### src/hw/rtl/srsa_pkg.sv
package srsa_pkg;

	localparam logic [2:0] CMD_INIT    = 3'd0;
	localparam logic [2:0] CMD_ALLOC   = 3'd1;
	localparam logic [2:0] CMD_FREE    = 3'd2;
	localparam logic [2:0] CMD_RESTORE = 3'd3;
	localparam logic [2:0] CMD_SPILL   = 3'd4;
	localparam logic [2:0] CMD_CHECK   = 3'd5;

	localparam logic [2:0] KIND_DONE  = 3'd0;
	localparam logic [2:0] KIND_PUSH  = 3'd1;
	localparam logic [2:0] KIND_POP   = 3'd2;
	localparam logic [2:0] KIND_GRANT = 3'd3;
	localparam logic [2:0] KIND_ERROR = 3'd4;

	localparam logic [3:0] ERR_NONE        = 4'd0;
	localparam logic [3:0] ERR_RESPILL     = 4'd1;
	localparam logic [3:0] ERR_OVERFLOW    = 4'd2;
	localparam logic [3:0] ERR_EMPTY       = 4'd3;
	localparam logic [3:0] ERR_TOP         = 4'd4;
	localparam logic [3:0] ERR_POP_OWNED   = 4'd5;
	localparam logic [3:0] ERR_CHK_OWNED   = 4'd6;
	localparam logic [3:0] ERR_CHK_ROT     = 4'd7;
	localparam logic [3:0] ERR_CHK_STACK   = 4'd8;
	localparam logic [3:0] ERR_CHK_ALLOC   = 4'd9;
	localparam logic [3:0] ERR_FULL        = 4'd10;
	localparam logic [3:0] ERR_OWNER       = 4'd11;
	localparam logic [3:0] ERR_FREE_NONE   = 4'd12;
	localparam logic [3:0] ERR_NOT_RECENT  = 4'd13;
	localparam logic [3:0] ERR_FREE_SPILLD = 4'd14;

	localparam int ALLOC_SLOTS = 32;

	// one result beat
	typedef struct packed {
		logic       last;
		logic [3:0] error_code;
		logic [4:0] number_out;
		logic [3:0] reg_out;
		logic [2:0] kind;
	} result_t;

endpackage

### src/hw/rtl/srsa_out_buf.sv
module srsa_out_buf (
	input  logic              clk,
	input  logic              arst_n,
	input  logic              in_valid,
	output logic              in_ready,
	input  srsa_pkg::result_t in_data,
	output logic              out_valid,
	input  logic              out_ready,
	output srsa_pkg::result_t out_data
);

	logic full_q;
	srsa_pkg::result_t data_q;

	assign in_ready  = !full_q || out_ready;
	assign out_valid = full_q;
	assign out_data  = data_q;

	// single output register
	always_ff @(posedge clk or negedge arst_n) begin
		if (!arst_n) begin
			full_q <= 1'b0;
		end else if (in_ready) begin
			full_q <= in_valid;
		end
	end

	always_ff @(posedge clk) begin
		if (in_valid && in_ready) begin
			data_q <= in_data;
		end
	end

endmodule

### src/hw/rtl/srsa_core.sv
module srsa_core #(
	parameter int SCRATCH_REGS = 4,
	parameter int STACK_DEPTH  = 32
) (
	input  logic              clk,
	input  logic              arst_n,
	input  logic              cmd_valid,
	output logic              cmd_ready,
	input  logic [2:0]        cmd,
	input  logic [3:0]        reg_num,
	input  logic [4:0]        alloc_num,
	output logic              res_valid,
	input  logic              res_ready,
	output srsa_pkg::result_t res,
	output logic              busy
);

	localparam int RW = (SCRATCH_REGS > 1) ? $clog2(SCRATCH_REGS) : 1;
	localparam int SW = $clog2(STACK_DEPTH + 1);
	localparam int SD = STACK_DEPTH + 1;
	localparam int ALLOC_SLOTS_L = srsa_pkg::ALLOC_SLOTS;

	localparam logic [3:0] ST_IDLE    = 4'd0;
	localparam logic [3:0] ST_ALLOC   = 4'd1;
	localparam logic [3:0] ST_FREE    = 4'd2;
	localparam logic [3:0] ST_REST    = 4'd3;
	localparam logic [3:0] ST_REST2   = 4'd4;
	localparam logic [3:0] ST_SPRD    = 4'd5;
	localparam logic [3:0] ST_SPCHK   = 4'd6;
	localparam logic [3:0] ST_SPPUSH  = 4'd7;
	localparam logic [3:0] ST_EMIT    = 4'd8;
	localparam logic [3:0] ST_APUSH   = 4'd9;
	localparam logic [3:0] ST_AGRANT  = 4'd10;
	localparam logic [3:0] ST_CHECK   = 4'd11;

	// register owner file (small, fixed-place reads)
	logic [SCRATCH_REGS-1:0] own_v_q;
	logic [4:0] own_n_q [SCRATCH_REGS];
	logic [RW-1:0] next_q;
	logic [SW-1:0] sp_q;
	logic [5:0] ac_q;
	logic [3:0] err_q;

	// allocation and stack memories
	logic [3:0] areg_mem [ALLOC_SLOTS_L];
	logic       aspl_mem [ALLOC_SLOTS_L];
	logic [4:0] sown_mem [SD];

	logic [3:0] st_q;
	logic [2:0] cmd_q;
	logic [3:0] reg_q;
	logic [4:0] num_q;
	logic [RW-1:0] r_q;
	logic [5:0] k_q;
	logic any_q;
	logic [3:0] kr_q;
	srsa_pkg::result_t pend_q;

	// memory ports
	logic       a_we, s_we, sp_we;
	logic [4:0] a_wa, a_ra;
	logic [3:0] a_wreg;
	logic       sp_wd;
	logic [4:0] sp_wa;
	logic [SW-1:0] s_wa, s_ra;
	logic [4:0] s_wd;
	logic [3:0] areg_rd_q;
	logic       aspl_rd_q;
	logic [4:0] sown_rd_q;

	always_ff @(posedge clk) begin
		if (a_we) areg_mem[a_wa] <= a_wreg;
		if (sp_we) aspl_mem[sp_wa] <= sp_wd;
		if (s_we) sown_mem[s_wa] <= s_wd;
		areg_rd_q <= areg_mem[a_ra];
		aspl_rd_q <= aspl_mem[a_ra];
		sown_rd_q <= sown_mem[s_ra];
	end

	logic emit_ok;
	assign emit_ok  = !res_valid || res_ready;
	assign cmd_ready = (st_q == ST_IDLE) && emit_ok;
	assign busy = (st_q != ST_IDLE) || res_valid;

	function automatic srsa_pkg::result_t mk(logic [2:0] k, logic [3:0] r, logic [4:0] n,
			logic [3:0] e, logic l);
		srsa_pkg::result_t t;
		t.kind = k; t.reg_out = r; t.number_out = n; t.error_code = e; t.last = l;
		return t;
	endfunction

	logic [4:0] own_r;
	logic own_rv;
	logic [4:0] own_f;
	logic own_fv;
	assign own_r  = own_n_q[r_q];
	assign own_rv = own_v_q[r_q];
	assign own_f  = own_n_q[reg_q[RW-1:0]];
	assign own_fv = own_v_q[reg_q[RW-1:0]];

	logic out_v;
	srsa_pkg::result_t out_d;

	// sequencer: read, then modify and write back
	always_ff @(posedge clk or negedge arst_n) begin
		if (!arst_n) begin
			st_q <= ST_IDLE;
			own_v_q <= '0;
			next_q <= '0;
			sp_q <= '0;
			ac_q <= '0;
			err_q <= srsa_pkg::ERR_NONE;
			res_valid <= 1'b0;
			k_q <= '0;
			any_q <= 1'b0;
		end else begin
			res_valid <= out_v || (res_valid && !res_ready);
			case (st_q)
			ST_IDLE: begin
				if (cmd_valid && cmd_ready) begin
					if (cmd == srsa_pkg::CMD_INIT) begin
						own_v_q <= '0; next_q <= '0; sp_q <= '0; ac_q <= '0;
						err_q <= srsa_pkg::ERR_NONE;
					end else if (err_q != srsa_pkg::ERR_NONE) begin
						st_q <= ST_IDLE;
					end else begin
						case (cmd)
						srsa_pkg::CMD_ALLOC:   st_q <= ST_ALLOC;
						srsa_pkg::CMD_FREE:    st_q <= ({1'b0, reg_num} < 5'(SCRATCH_REGS)) ?
							ST_FREE : ST_IDLE;
						srsa_pkg::CMD_RESTORE: st_q <= ({1'b0, reg_num} < 5'(SCRATCH_REGS)) ?
							ST_REST : ST_IDLE;
						srsa_pkg::CMD_SPILL: begin
							st_q <= ST_SPRD; k_q <= '0; any_q <= 1'b0;
						end
						srsa_pkg::CMD_CHECK:   st_q <= ST_CHECK;
						default:               st_q <= ST_IDLE;
						endcase
					end
				end
			end
			ST_ALLOC: begin
				if (own_rv) st_q <= ST_APUSH;
				else st_q <= ST_AGRANT;
			end
			ST_APUSH: begin
				if (emit_ok) begin
					if (sp_q > SW'(STACK_DEPTH)) begin
						err_q <= srsa_pkg::ERR_OVERFLOW; st_q <= ST_EMIT;
					end else if (aspl_rd_q) begin
						err_q <= srsa_pkg::ERR_RESPILL; st_q <= ST_EMIT;
					end else begin
						sp_q <= sp_q + 1'b1;
						if (sp_q + 1'b1 > SW'(STACK_DEPTH)) begin
							err_q <= srsa_pkg::ERR_OVERFLOW; st_q <= ST_EMIT;
						end else st_q <= ST_AGRANT;
					end
				end
			end
			ST_AGRANT: begin
				if (ac_q >= 6'(ALLOC_SLOTS_L)) err_q <= srsa_pkg::ERR_FULL;
				else begin
					own_v_q[r_q] <= 1'b1;
					own_n_q[r_q] <= ac_q[4:0];
					next_q <= (r_q == RW'(SCRATCH_REGS - 1)) ? '0 : r_q + 1'b1;
					ac_q <= ac_q + 1'b1;
					if (ac_q + 1'b1 >= 6'(STACK_DEPTH)) err_q <= srsa_pkg::ERR_FULL;
				end
				st_q <= ST_EMIT;
			end
			ST_FREE: begin
				own_v_q[reg_q[RW-1:0]] <= 1'b0;
				next_q <= (next_q == '0) ? RW'(SCRATCH_REGS - 1) : next_q - 1'b1;
				if (!own_fv || own_f != num_q) err_q <= srsa_pkg::ERR_OWNER;
				else if (ac_q == '0) err_q <= srsa_pkg::ERR_FREE_NONE;
				else begin
					ac_q <= ac_q - 1'b1;
					if (ac_q - 1'b1 != {1'b0, num_q}) err_q <= srsa_pkg::ERR_NOT_RECENT;
					else if (aspl_rd_q) err_q <= srsa_pkg::ERR_FREE_SPILLD;
				end
				st_q <= ST_EMIT;
			end
			ST_REST: begin
				if (!aspl_rd_q) st_q <= ST_EMIT;
				else if (sp_q == '0) begin
					err_q <= srsa_pkg::ERR_EMPTY; st_q <= ST_EMIT;
				end else begin
					sp_q <= sp_q - 1'b1; st_q <= ST_REST2;
				end
			end
			ST_REST2: begin
				if (sown_rd_q != num_q) err_q <= srsa_pkg::ERR_TOP;
				else if (own_fv) err_q <= srsa_pkg::ERR_POP_OWNED;
				else begin
					own_v_q[reg_q[RW-1:0]] <= 1'b1;
					own_n_q[reg_q[RW-1:0]] <= num_q;
				end
				st_q <= ST_EMIT;
			end
			ST_SPRD: begin
				if (k_q >= ac_q || k_q >= 6'(ALLOC_SLOTS_L)) st_q <= ST_EMIT;
				else st_q <= ST_SPCHK;
			end
			ST_SPCHK: begin
				kr_q <= areg_rd_q;
				if (aspl_rd_q) begin
					k_q <= k_q + 1'b1; st_q <= ST_SPRD;
				end else st_q <= ST_SPPUSH;
			end
			ST_SPPUSH: begin
				if (emit_ok) begin
					any_q <= 1'b1;
					if (sp_q > SW'(STACK_DEPTH)) begin
						err_q <= srsa_pkg::ERR_OVERFLOW; st_q <= ST_EMIT;
					end else begin
						sp_q <= sp_q + 1'b1;
						if (sp_q + 1'b1 > SW'(STACK_DEPTH)) begin
							err_q <= srsa_pkg::ERR_OVERFLOW; st_q <= ST_EMIT;
						end else begin
							if ({1'b0, kr_q} < 5'(SCRATCH_REGS)) own_v_q[kr_q[RW-1:0]] <= 1'b0;
							k_q <= k_q + 1'b1; st_q <= ST_SPRD;
						end
					end
				end
			end
			ST_CHECK: begin
				if (own_v_q != '0) err_q <= srsa_pkg::ERR_CHK_OWNED;
				else if (next_q != '0) err_q <= srsa_pkg::ERR_CHK_ROT;
				else if (sp_q != '0) err_q <= srsa_pkg::ERR_CHK_STACK;
				else if (ac_q != '0) err_q <= srsa_pkg::ERR_CHK_ALLOC;
				st_q <= ST_EMIT;
			end
			ST_EMIT: begin
				// a held push goes out first, then the error beat if any
				if (emit_ok) begin
					if (cmd_q == srsa_pkg::CMD_SPILL && any_q) begin
						any_q <= 1'b0;
						if (err_q == srsa_pkg::ERR_NONE) st_q <= ST_IDLE;
					end else st_q <= ST_IDLE;
				end
			end
			default: st_q <= ST_IDLE;
			endcase
		end
	end

	// operand capture and final beat selection
	always_ff @(posedge clk) begin
		if (cmd_valid && cmd_ready) begin
			cmd_q <= cmd; reg_q <= reg_num; num_q <= alloc_num;
			r_q <= next_q;
		end
		if (st_q == ST_AGRANT)
			pend_q <= mk(srsa_pkg::KIND_GRANT, 4'(r_q), ac_q[4:0], srsa_pkg::ERR_NONE, 1'b1);
		else if (st_q == ST_REST2)
			pend_q <= mk(srsa_pkg::KIND_POP, reg_q, num_q, srsa_pkg::ERR_NONE, 1'b1);
		else if (st_q == ST_SPPUSH) begin
			// spill push is held in pend_q so the final one can carry last
			if (emit_ok)
				pend_q <= mk(srsa_pkg::KIND_PUSH, kr_q, k_q[4:0], srsa_pkg::ERR_NONE, 1'b0);
		end else if (st_q != ST_EMIT && st_q != ST_SPRD && st_q != ST_SPCHK)
			pend_q <= mk(srsa_pkg::KIND_DONE, 4'd0, 5'd0, srsa_pkg::ERR_NONE, 1'b1);
	end

	// memory port control
	always_comb begin
		a_we = 1'b0; a_wa = ac_q[4:0]; a_wreg = 4'(r_q);
		sp_we = 1'b0; sp_wa = ac_q[4:0]; sp_wd = 1'b0;
		s_we = 1'b0; s_wa = sp_q; s_wd = own_r;
		a_ra = num_q; s_ra = sp_q - 1'b1;
		case (st_q)
		ST_IDLE:  a_ra = alloc_num;
		ST_ALLOC: a_ra = own_r;
		ST_SPRD, ST_SPCHK: a_ra = k_q[4:0];
		default: ;
		endcase
		if (st_q == ST_IDLE && cmd_valid && cmd_ready && cmd == srsa_pkg::CMD_ALLOC)
			a_ra = alloc_num;
		if (st_q == ST_APUSH && emit_ok && sp_q <= SW'(STACK_DEPTH)) begin
			s_we = 1'b1; s_wd = own_r;
			if (!aspl_rd_q) begin
				sp_we = 1'b1; sp_wa = own_r; sp_wd = 1'b1;
			end
		end
		if (st_q == ST_AGRANT && ac_q < 6'(ALLOC_SLOTS_L)) begin
			a_we = 1'b1; sp_we = 1'b1; sp_wa = ac_q[4:0]; sp_wd = 1'b0;
		end
		if (st_q == ST_REST2 && sown_rd_q == num_q && !own_fv) begin
			sp_we = 1'b1; sp_wa = num_q; sp_wd = 1'b0;
		end
		if (st_q == ST_SPPUSH && emit_ok && sp_q <= SW'(STACK_DEPTH)) begin
			s_we = 1'b1; s_wd = k_q[4:0];
			sp_we = 1'b1; sp_wa = k_q[4:0]; sp_wd = 1'b1;
		end
	end

	// result beat
	always_comb begin
		out_v = 1'b0;
		out_d = pend_q;
		if (st_q == ST_IDLE && cmd_valid && cmd_ready) begin
			if (cmd == srsa_pkg::CMD_INIT) begin
				out_v = 1'b1;
				out_d = mk(srsa_pkg::KIND_DONE, 4'd0, 5'd0, srsa_pkg::ERR_NONE, 1'b1);
			end else if (err_q != srsa_pkg::ERR_NONE) begin
				out_v = 1'b1;
				out_d = mk(srsa_pkg::KIND_ERROR, 4'd0, 5'd0, err_q, 1'b1);
			end else if (cmd == srsa_pkg::CMD_FREE || cmd == srsa_pkg::CMD_RESTORE) begin
				out_v = !({1'b0, reg_num} < 5'(SCRATCH_REGS));
				out_d = mk(srsa_pkg::KIND_DONE, 4'd0, 5'd0, srsa_pkg::ERR_NONE, 1'b1);
			end else if (!(cmd == srsa_pkg::CMD_ALLOC || cmd == srsa_pkg::CMD_SPILL ||
					cmd == srsa_pkg::CMD_CHECK)) begin
				out_v = 1'b1;
				out_d = mk(srsa_pkg::KIND_DONE, 4'd0, 5'd0, srsa_pkg::ERR_NONE, 1'b1);
			end
		end else if (st_q == ST_APUSH && emit_ok) begin
			out_v = 1'b1;
			out_d = mk(srsa_pkg::KIND_PUSH, 4'(r_q), own_r, srsa_pkg::ERR_NONE, 1'b0);
		end else if (st_q == ST_SPPUSH && emit_ok) begin
			// release the previous held push
			out_v = any_q;
			out_d = pend_q;
		end else if (st_q == ST_EMIT && emit_ok) begin
			if (cmd_q == srsa_pkg::CMD_SPILL && any_q) begin
				out_v = 1'b1;
				out_d = pend_q;
				out_d.last = (err_q == srsa_pkg::ERR_NONE);
			end else if (err_q != srsa_pkg::ERR_NONE) begin
				out_v = 1'b1;
				out_d = mk(srsa_pkg::KIND_ERROR, 4'd0, 5'd0, err_q, 1'b1);
			end else if (cmd_q == srsa_pkg::CMD_SPILL) begin
				out_v = 1'b1;
				out_d = mk(srsa_pkg::KIND_DONE, 4'd0, 5'd0, srsa_pkg::ERR_NONE, 1'b1);
			end else begin
				out_v = 1'b1;
			end
		end
	end

	always_ff @(posedge clk) begin
		if (out_v) res <= out_d;
	end

endmodule

### src/hw/rtl/scratch_register_spill_allocator.sv
// Scratch register allocator with a spill stack. One command beat at a time:
// init, unknown codes, ignored operands and commands refused by a sticky error
// finish straight from idle; free and check run through the sequencer, as do
// allocate, which first pushes the register's owner when it is owned, and
// restore, which pops when the number is spilled. Spill-all walks the allocation
// table through its registered memory read port, pushes each unspilled entry and
// stops on an error. Results leave through the core's result register and one
// output register; a stalled result stalls the sequencer. An error is sticky until init.
module scratch_register_spill_allocator #(
	parameter int SCRATCH_REGS = 4,
	parameter int STACK_DEPTH  = 32
) (
	input  logic        clk,
	input  logic        arst_n,
	input  logic        s_tvalid,
	output logic        s_tready,
	input  logic [15:0] s_tdata,   // cmd[2:0], reg_num[6:3], alloc_num[11:7]
	output logic        m_tvalid,
	input  logic        m_tready,
	output logic [15:0] m_tdata,   // kind[2:0], reg_out[6:3], number_out[11:7], error_code[15:12]
	output logic        m_tlast
);

	srsa_pkg::result_t core_res, buf_res;
	logic core_valid, core_ready, busy;

	srsa_core #(.SCRATCH_REGS(SCRATCH_REGS), .STACK_DEPTH(STACK_DEPTH)) u_core (
		.clk(clk), .arst_n(arst_n),
		.cmd_valid(s_tvalid), .cmd_ready(s_tready),
		.cmd(s_tdata[2:0]), .reg_num(s_tdata[6:3]), .alloc_num(s_tdata[11:7]),
		.res_valid(core_valid), .res_ready(core_ready), .res(core_res), .busy(busy)
	);

	srsa_out_buf u_buf (
		.clk(clk), .arst_n(arst_n),
		.in_valid(core_valid), .in_ready(core_ready), .in_data(core_res),
		.out_valid(m_tvalid), .out_ready(m_tready), .out_data(buf_res)
	);

	assign m_tdata = {buf_res.error_code, buf_res.number_out, buf_res.reg_out, buf_res.kind};
	assign m_tlast = buf_res.last;

`ifndef SYNTH
	// no new command while a result is still owed
	a_busy_block: assert property (@(posedge clk) disable iff (!arst_n)
		s_tready |-> (!busy || core_ready))
		else $error("command taken while result pending");
	// an error beat always closes the command
	a_err_last: assert property (@(posedge clk) disable iff (!arst_n)
		(m_tvalid && m_tdata[2:0] == srsa_pkg::KIND_ERROR) |-> m_tlast)
		else $error("error beat without last");
	// an error beat carries a code
	a_err_code: assert property (@(posedge clk) disable iff (!arst_n)
		(m_tvalid && m_tdata[2:0] == srsa_pkg::KIND_ERROR) |-> m_tdata[15:12] != 4'd0)
		else $error("error beat without code");
`endif

endmodule
### config.mk
export PLATFORM = sky130hd
export DESIGN_NAME = scratch_register_spill_allocator
export DESIGN_NICKNAME = d
export VERILOG_FILES = /design/src/hw/rtl/srsa_pkg.sv /design/src/hw/rtl/srsa_out_buf.sv /design/src/hw/rtl/srsa_core.sv /design/src/hw/rtl/scratch_register_spill_allocator.sv
export SDC_FILE = /design/constraint.sdc
export NUM_CORES = 1
export LEC_CHECK = 0
export BUFFER_PORTS_ARGS = -buffer_cell sky130_fd_sc_hd__buf_2
export CORE_MARGIN = 4
export CORE_UTILIZATION = 65
export DETAILED_ROUTE_END_ITERATION = 6
export GPL_TIMING_DRIVEN = 0
export PLACE_DENSITY = 0.83
export SLEW_MARGIN = 30
export SYNTH_ARGS = -nofsm -noshare
export SYNTH_HDL_FRONTEND = slang
export SYNTH_SLANG_ARGS = --single-unit
### constraint.sdc
create_clock -name clk -period 11.1 [get_ports clk]
set_input_delay 1.11 -clock clk [delete_from_list [all_inputs] [get_ports clk]]
set_output_delay 1.11 -clock clk [all_outputs]
set_load 0.03 [all_outputs]
==> impl_results.md <==
- Sequential area share after synthesis: 61.12%
- Area growth from synthesis to layout: 11.30%
- Worst min path class: flop to flop
- Largest net degree at the start of global routing: 40
- Synth Area per Inst: about 13 sq um
- Clock power share: 28.5%
- Warnings from Yosys: 0
- Routed vias/inst: 6.969
- Avg WL per Cell: between 20 and 30 um
- DP Worst Slack: 6.271 ns
- Number of distinct library cells after synthesis: 97
- Worst Path Max Fanout: 33
- Setup bufs post-CTS: 0
- Starting Density: 66.39%
- Post-layout utilization of the core: 73.89%
- Period utilisation layout: a little under half
- Clock slew at reported path FFs: 0.06 ns
- Iteration-0 DRC Markers: around 1,900
- Total clock buffers created by CTS: 40
- Clock Skew: 0.02820 ns
- Total Nets Final: 1,536
- Die Footprint: roughly 0.031 sq mm
- Share of post-route cells with drive strength above 1: 15.48%
- Residual DRC: 0
- Vias in the first global route: between 10,000 and 15,000
- Pwr per Cell Area: 223.5 mW/mm^2
- Ys flop type: edfxtp_1
- Mapped Area: 0.01860 sq mm
- Normalized max-slew margin: 32.38%
- DR pass1 iterations: 6
- CTS Root Cell: clkbuf_16
- #FFs+latches synth: approximately 400
- Area share of the largest cell type after synthesis: 54.58%
- Sw frac: 33.93%
- Final Critical Period: 5.056 ns
- Cells after Synth: approximately 1,400
- Longest Clk Path Bufs: 3
- Core Rows: slightly above 60
- HPWL after DPL: approximately 34,000 um
- Port bufs: 34
- Ant. Diodes: 0
- Post-synth top area cell: edfxtp_1
- Core ar.: 0.02801 sq mm
- H-tree levels: 2
- Leak: 7.008 nW
- Hold-fix buffers, CTS: 0
- Vias: 13,260
- CP required: approximately 11 ns
- # Max-Cap Violations: 0
- GRT Overall Usage: roughly 32%
- Run status: completed
- Final Hold Viols: 0
- Final worst slack: 6.044 ns
- Async set-reset flop share out of synthesis: 8.974%
- Synth Net Count: about 1,500
- Grt ovf: 0
- Switch Pwr: around 1.6 mW
- CP Capture Type: flop
- Worst-margin pin slew: a little over 1 ns
- Post-route setup TNS: 0 ns
- Setup CP Type: flop to flop
- EDFF count, synth: 338
- # fillers: roughly 1,800
- Initial antenna violation count: 0
- Post-CTS resize count: 0
- Clock Latency Late Sink: 0.55 ns
- Setup violators final: 0
- First-pass GRT wire length: 77,020 um
- Hold WS: 0.4080 ns
- Die width: 177.1 um
- Cell Int Power: 3.056 mW
- Seq pwr share: 42.0%
- Dominant cells by area after synthesis: edfxtp_1, mux4_2, dfrtp_1
- Startpoint types: flop
- Peak VDD IR: between 0.00015 and 0.0002 V
- Routed Antenna Nets: 0
- Combinational power share: approximately 30%
- Vert. Die Dim: around 180 um
- RSZ-0062 raised after global routing: no
- WL final: approximately 49,000 um
- Routability cong.: a little over 1
- WP data arrival: 5.30 ns
- Fmax: ~200 MHz
- Fin. max-slew vios: 0
- Clock sink count: 390
- I/O pin count: 39
- CTS tree: yes
kinds of logic after synthesis:
logic type,Yosys count,synth area share (%)
xor+xnor,23,1.083
simple gates,433,11.92
buf+inv,147,3.371
compound gates,310,12.06
fa+ha+maj,21,1.413
mux,88,9.030
flops,390,61.12
critical path, cell delays in order (launching register included):
cell      delay (ns)
dfrtp_1         0.39
clkbuf_1        0.37
buf_2           0.35
inv_1           0.20
ha_1            0.36
or4b_4          0.56
and2_0          0.17
clkbuf_1        0.24
nor3_4          0.43
or2_1           0.78
or3_1           0.22
buf_2           0.22
nand3_2         0.23
nor2_1          0.21
worst paths after layout:
path,startpoint,cells after the start,slack (ns),end
min in group asynchronous,arst_n,1,0.54,u_core.own_v_q[3]$_DFFE_PN0P_
max in group asynchronous,arst_n,1,10.17,u_core.k_q[2]$_DFFE_PN0P_
worst min-delay path,u_core.areg_rd_q[1]$_DFF_P_,0,0.41,u_core.kr_q[1]$_DFFE_PP_
worst max-delay path,u_core.s_wa[0]$_DFFE_PN0P_,13,6.04,u_core.aspl_mem[5]$_DFFE_PP_
worst max register to register,u_core.s_wa[0]$_DFFE_PN0P_,13,6.04,u_core.aspl_mem[5]$_DFFE_PP_
worst min register to register,u_core.areg_rd_q[1]$_DFF_P_,0,0.41,u_core.kr_q[1]$_DFFE_PP_
per-stage QoR:
step	cells	instance area (sq um)	total power, mW
after floorplan	1412	18600	2.844
after global placement	1824	19240	3.223
after detailed placement	1831	19370	3.291
after CTS	1903	20670	4.600
after global routing	1903	20700	4.809
final	1903	20700	4.625
power by group through the flow:
stage	sequential, mW	combinational [mW]	clock (mW)
2_1_floorplan	2.02	0.826	0
3_3_place_gp	2.00	1.22	0
3_5_place_dp	1.97	1.32	0
4_1_cts	1.94	1.33	1.33
5_1_grt	1.95	1.46	1.40
6_report	1.94	1.36	1.32
metal layers:
layer / global-route usage [%] / part of all wire (%) / up-vias
met3: 5.448 / 9.6 / 178
met4: 11.57 / 4.1 / 0
li1: - / - / 5680
met2: 53.24 / 49 / 908
met1: 43.46 / 38 / 6496
met5: 0 / 0 / -
cell type report:
cell class                 instances  area (sq um)  share of cell area (%)
multi-input combinational        875          6663                   32.19
inverter                          60         225.2                   1.088
clock buffer                      48          1062                   5.133
timing repair buffer              41         266.5                   1.288
tap                              378         473.0                   2.285
sequential                       390         11370                   54.92
clock inverter                    24         235.2                   1.137
buffer                            87         405.4                   1.959
placed cells by master, fill, tap and decap left out, types with 11 or more instances in the layout:
cell type  Yosys  final
a211oi_1      14     14
a21oi_1       39     39
a31oi_1       17     17
and2_1        21     21
and3_1        16     16
buf_2          9     42
clkbuf_1      64     68
clkbuf_16      0     41
dfrtp_1       35     35
dfxtp_1       17     17
edfxtp_1     338    338
ha_1          21     21
inv_1         60     60
mux2_2        14     14
mux2i_1       11     11
mux4_2        62     62
nand2_1       84     80
nand2b_1      11     11
nand3_1       40     40
nand4_1       11     11
nor2_1       155    155
nor3_1        24     23
o2111ai_1     38     38
o211ai_1      26     26
o21ai_0       63     61
o22ai_1       11     11
xnor2_1       12     11
state kept, by name, summed over array words and instances, names as in the netlist, 6 cells and up, named ones only:
register         count
u_core.ac_q          6
u_buf.out_data      17
u_core.pend_q       12
u_core.areg_mem     64
u_core.aspl_mem     32
u_core.own_n_q      20
u_core.k_q           6
u_core.s_wa          6
u_core.res          17
u_core.sown_mem    165
synthesized netlist by cell type, drive strengths merged (16+ instances only):
master     n
dfxtp     17
a31oi     17
buf       23
mux4      62
inv       60
edfxtp   338
dfrtp     35
nand3     42
a21oi     39
and2      23
o2111ai   39
nor3      25
nand2     84
ha        21
clkbuf    64
nor2     155
o21ai     65
and3      16
o211ai    26
Power figures use the tool's default switching activity.
